<file path="config.mk">
export PLATFORM = sky130hd
export DESIGN_NAME = eida_ctrl
export DESIGN_NICKNAME = d
export VERILOG_FILES = /design/src/hw/rtl/eida_pkg.sv /design/src/hw/rtl/eida_ctrl.sv
export SDC_FILE = /design/constraint.sdc
export NUM_CORES = 1
export LEC_CHECK = 0
export ABC_AREA = 0
export ABC_CLOCK_PERIOD_IN_PS = 800
export BUFFER_PORTS_ARGS = -buffer_cell sky130_fd_sc_hd__buf_2
export CORE_AREA = 2 2 39 41
export CTS_BUF_LIST = sky130_fd_sc_hd__clkbuf_8
export CTS_CLUSTER_SIZE = 30
export DETAILED_ROUTE_END_ITERATION = 8
export DIE_AREA = 0 0 41 43
export PLACE_DENSITY = 0.37
export SLEW_MARGIN = 20
export SYNTH_ARGS = -nofsm -noshare
export SYNTH_HDL_FRONTEND = slang
export SYNTH_SLANG_ARGS = --single-unit
</file>
<file path="constraint.sdc">
create_clock -name aclk -period 0.8 [get_ports aclk]
set_input_delay 0.04 -clock aclk [delete_from_list [all_inputs] [get_ports aclk]]
set_output_delay 0.04 -clock aclk [all_outputs]
set_load 0.05 [all_outputs]
</file>
<file path="src/hw/rtl/eida_pkg.sv">
// ----------------------------------------------------------------------------
// Entity ID allocator package
// Sizes, operation and status codes, and the controller command word.
// ----------------------------------------------------------------------------
`default_nettype none

package eida_pkg;

    // Pool and signature sizes.
    localparam int ENTITY_COUNT    = 256;
    localparam int COMPONENT_COUNT = 32;
    localparam int ID_W            = 8;
    localparam int CNT_W           = 9;
    localparam int COMP_W          = 5;
    localparam int SIG_W           = COMPONENT_COUNT;

    // Operation codes; unused codes behave as a query.
    typedef enum logic [2:0] {
        OP_CREATE   = 3'd0,
        OP_DESTROY  = 3'd1,
        OP_SET_SIG  = 3'd2,
        OP_ADD_COMP = 3'd3,
        OP_REM_COMP = 3'd4,
        OP_QUERY    = 3'd5
    } opcode_t;

    // Result status codes.
    typedef enum logic [1:0] {
        ST_OK         = 2'd0,
        ST_POOL_EMPTY = 2'd1,
        ST_DEAD       = 2'd2
    } status_t;

    // Commands from the controller to the datapath.
    typedef struct packed {
        logic load;   // capture the input word and issue memory reads
        logic exec;   // update state and load the result register
    } cmd_t;

endpackage

`default_nettype wire

</file>
<file path="src/hw/rtl/eida_ctrl.sv">
// ----------------------------------------------------------------------------
// Entity ID allocator controller
// Two-state sequencer and ownership of the result valid flag.
// ----------------------------------------------------------------------------
`default_nettype none

module eida_ctrl (
    input  wire logic          aclk,
    input  wire logic          aresetn,
    input  wire logic          s_tvalid,
    output logic               s_tready,
    output logic               m_tvalid,
    input  wire logic          m_tready,
    output eida_pkg::cmd_t     cmd
);
    import eida_pkg::*;

    typedef enum logic [1:0] {
        S_IDLE = 2'b01,
        S_EXEC = 2'b10
    } state_t;

    state_t state_reg, state_next;
    logic   m_valid_reg, m_valid_next;

    // A word is taken only out of reset, in the idle state, and when the result
    // register is free or drains now.
    assign s_tready = aresetn && (state_reg == S_IDLE) && (!m_valid_reg || m_tready);
    assign m_tvalid = m_valid_reg;
    assign cmd.load = s_tvalid && s_tready;
    assign cmd.exec = (state_reg == S_EXEC);

    // Next state and result valid.
    always_comb begin
        state_next   = state_reg;
        m_valid_next = m_valid_reg;
        if (m_valid_reg && m_tready) begin
            m_valid_next = 1'b0;
        end
        case (state_reg)
            S_IDLE: begin
                if (cmd.load) begin
                    state_next = S_EXEC;
                end
            end
            S_EXEC: begin
                state_next   = S_IDLE;
                m_valid_next = 1'b1;
            end
            default: begin
                state_next = S_IDLE;
            end
        endcase
    end

    // State registers.
    always_ff @(posedge aclk) begin
        if (!aresetn) begin
            state_reg   <= S_IDLE;
            m_valid_reg <= 1'b0;
        end else begin
            state_reg   <= state_next;
            m_valid_reg <= m_valid_next;
        end
    end

endmodule

`default_nettype wire

</file>
==> metrics.md <==
| Metric | Value |
|---|---|
| Status | finished, violations left |
| Violated checks | setup timing |
| Static Leakage | 0.140 nW |
| VDD IR max | 0.000694 V |
| Top post-synthesis cells by area | dfxtp_1 (42%), and4_1 (12%), nand2b_4 (9.6%) |
| Final Power | 0.000716 W |
| Post-synth EDFFs | 0 |
| Vias per cell | 3.53 |
| Synth-to-Final Area Change | 101% |
| Die height | 43 um |
| Startpoint types | flop |
| CP Data Required Time | 0.76 ns |
| CTS clock-pin slew for the worst setup and hold paths | 0.03 ns |
| Slew @ Worst Pin | 0.136 ns |
| Residual DRC count | 0 |
| 1st-pass router iterations | 1 |
| GRT Util Overall | 5.52% |
| Post-route ant nets | 0 |
| Fin nets | 29 |
| First-pass GRT wire length | 586 um |
| Layout cells sized above 1 | 75.0% |
| Core area | 0.00138 mm^2 |
| H-tree depth | 1 |
| Top-area cell type share of the netlist area | 41.7% |
| Ant diodes | 0 |
| WS Path Type | reg -> out |
| Worst Path Buf+Inv | 1 |
| IO Pins | 8 |
| Post-Layout Cell Count | 40 |
| Number of antenna violations at the first check in global routing | 0 |
| Largest net degree at the start of global routing | 6 |
| Power density cells | 2480 mW/mm^2 |
| Syn_nets | 17 |
| Post-synthesis sequential area ratio | 41.7% |
| DR iter-0 viols | 0 |
| Final worst setup slack | -0.282 ns |
| Post-route cell area | 289 um^2 |
| Via count | 141 |
| Clock Latency Late Sink | 0.22 ns |
| CTS tree | done |
| Worst Skew | 0.00328 ns |
| CP max stage delay | 0.31 ns |
| Cell Rows | 14 |
| Distinct cells, synth | 10 |
| Synthesized flop and latch total | 3 |
| Die width | 41 um |
| Maxcap violations | 0 |
| Port bufs | 7 |
| Ys Warns | 0 |
| Clk buf depth | 2 |
| DIE AREA | 0.00176 mm^2 |
| CP Capture Type | primary output |
| Slew Limit Headroom | 90.9% |
| CTS Root Cell | clkbuf_8 |
| Final Hold Fails | 0 |
| Unrepaired setup endpoints after global routing | yes |
| Min-delay worst type | in -> reg |
| Slew Limit Fails | 0 |
| Setup TNS | -0.656 ns |
| Crit-path max FO | 3 |
| Delay-heaviest family, CP | simple AND/OR/NAND/NOR gates |
| Crit-path cells | nor2b_4, and4_4, buf_8 |
| Post-layout min period | 1.08 ns |
| Placed Area | 201 um^2 |
| Leading area contributor after synthesis | dfxtp_1 |
| WL per Instance | 10.3 um |
| Clock sinks | 3 |
| Hold slack | 0.0370 ns |
| CP max stage cell | dfxtp_2 |
| Number of flip-flops under the largest register name | 2 |
| Vias in the first global route | 144 |
| CP arrival | 1.04 ns |
| Mapped cell area | 144 um^2 |
| Final setup vio count | 4 |
| Final period util | 135% |
| Async SR Flop Fraction | 0% |
| Placed cell count | 35 |
| Total CTS buffers | 3 |
| Max Fclk | 924 MHz |
| Grt ovf | 0 |
| Effective utilization at floorplan | 10.4% |
| Routability cong. | 0.599 |
| Post-Route WL | 410 um |
| Most common cell in the netlist | dfxtp_1 |
| Synth Flop Type | dfxtp_1 |
| Syn Inst Count | 13 |
| Commonest cells post-synth | dfxtp_1 (3), and4_1 (2) |
| Syn Area/Cell | 11.1 um^2 |
-- power breakdown --
| group | internal, W | switching, W | total (W) |
|---|---|---|---|
| registers | 0.000157 | 0.00000538 | 0.000162 |
| clock network | 0.000327 | 0.000107 | 0.000434 |
| logic | 0.0000593 | 0.0000606 | 0.000120 |
-- kinds of logic after synthesis --
logic type,synth area share [%]
flops,41.7
simple gates,45.2
compound gates,5.22
buf+inv,7.83
-- area by class of cell --
type                       count  area, um^2
multi-input combinational      8        78.8
tap                           16        20.0
clock inverter                 1        3.75
timing repair buffer           8        75.1
inverter                       1        3.75
sequential                     3        66.3
clock buffer                   3        41.3
fill                         153        1090
-- worst paths after layout --
kind | slack [ns] | endpoint | start | cells past startpoint
setup / recovery | -0.28 | cmd[1] | state_reg[0] | 3
hold / removal | 0.04 | state_reg[0] | s_tvalid | 2
setup reg to reg | -0.01 | state_reg[1] | state_reg[0] | 3
hold reg to reg | 0.52 | m_tvalid | state_reg[1] | 2
-- through the flow --
| step | utilization, % | setup slack, ns |
|---|---|---|
| CTS | 20.9 | -0.274 |
| global placement | 14.6 | -0.158 |
| floorplan | - | -0.0320 |
| finish | 20.9 | -0.282 |
| global route | 20.9 | -0.319 |
| detailed placement | 14.6 | -0.165 |
-- worst reg2reg max path, stage by stage (launching register included) --
cell	delay [ns]
dfxtp_2	0.30
nor2b_4	0.12
buf_4	0.13
and4_1	0.14
-- timing repair --
item,CTS,global route
gates resized for setup,12,0
endpoints found under the setup margin,4,5
setup buffers,1,0
hold buffers,0,0
pin swaps,2,1
endpoints found under the hold margin,0,0
-- cells in the final DEF (no fill, tap or decap) --
master,netlist,layout
nand2b_4,1,1
buf_6,0,2
and4_1,2,1
dfxtp_4,0,1
a21boi_0,1,1
nand4_1,1,1
and4_4,0,1
buf_4,1,1
dfxtp_2,0,2
buf_2,0,3
and3_4,0,1
buf_8,0,2
inv_1,1,2
clkbuf_8,0,3
nor2b_4,1,1
nand2b_1,1,1
-- per-layer routing --
metal | global-route usage, % | up-vias | wire length (um)
met3 | 6.81 | 0 | 66
met1 | 5.45 | 64 | 180
met4 | 2.00 | 0 | 0
li1 | - | 67 | -
met5 | 0 | - | 0
met2 | 6.88 | 10 | 163
Power figures use the tool's default switching activity.
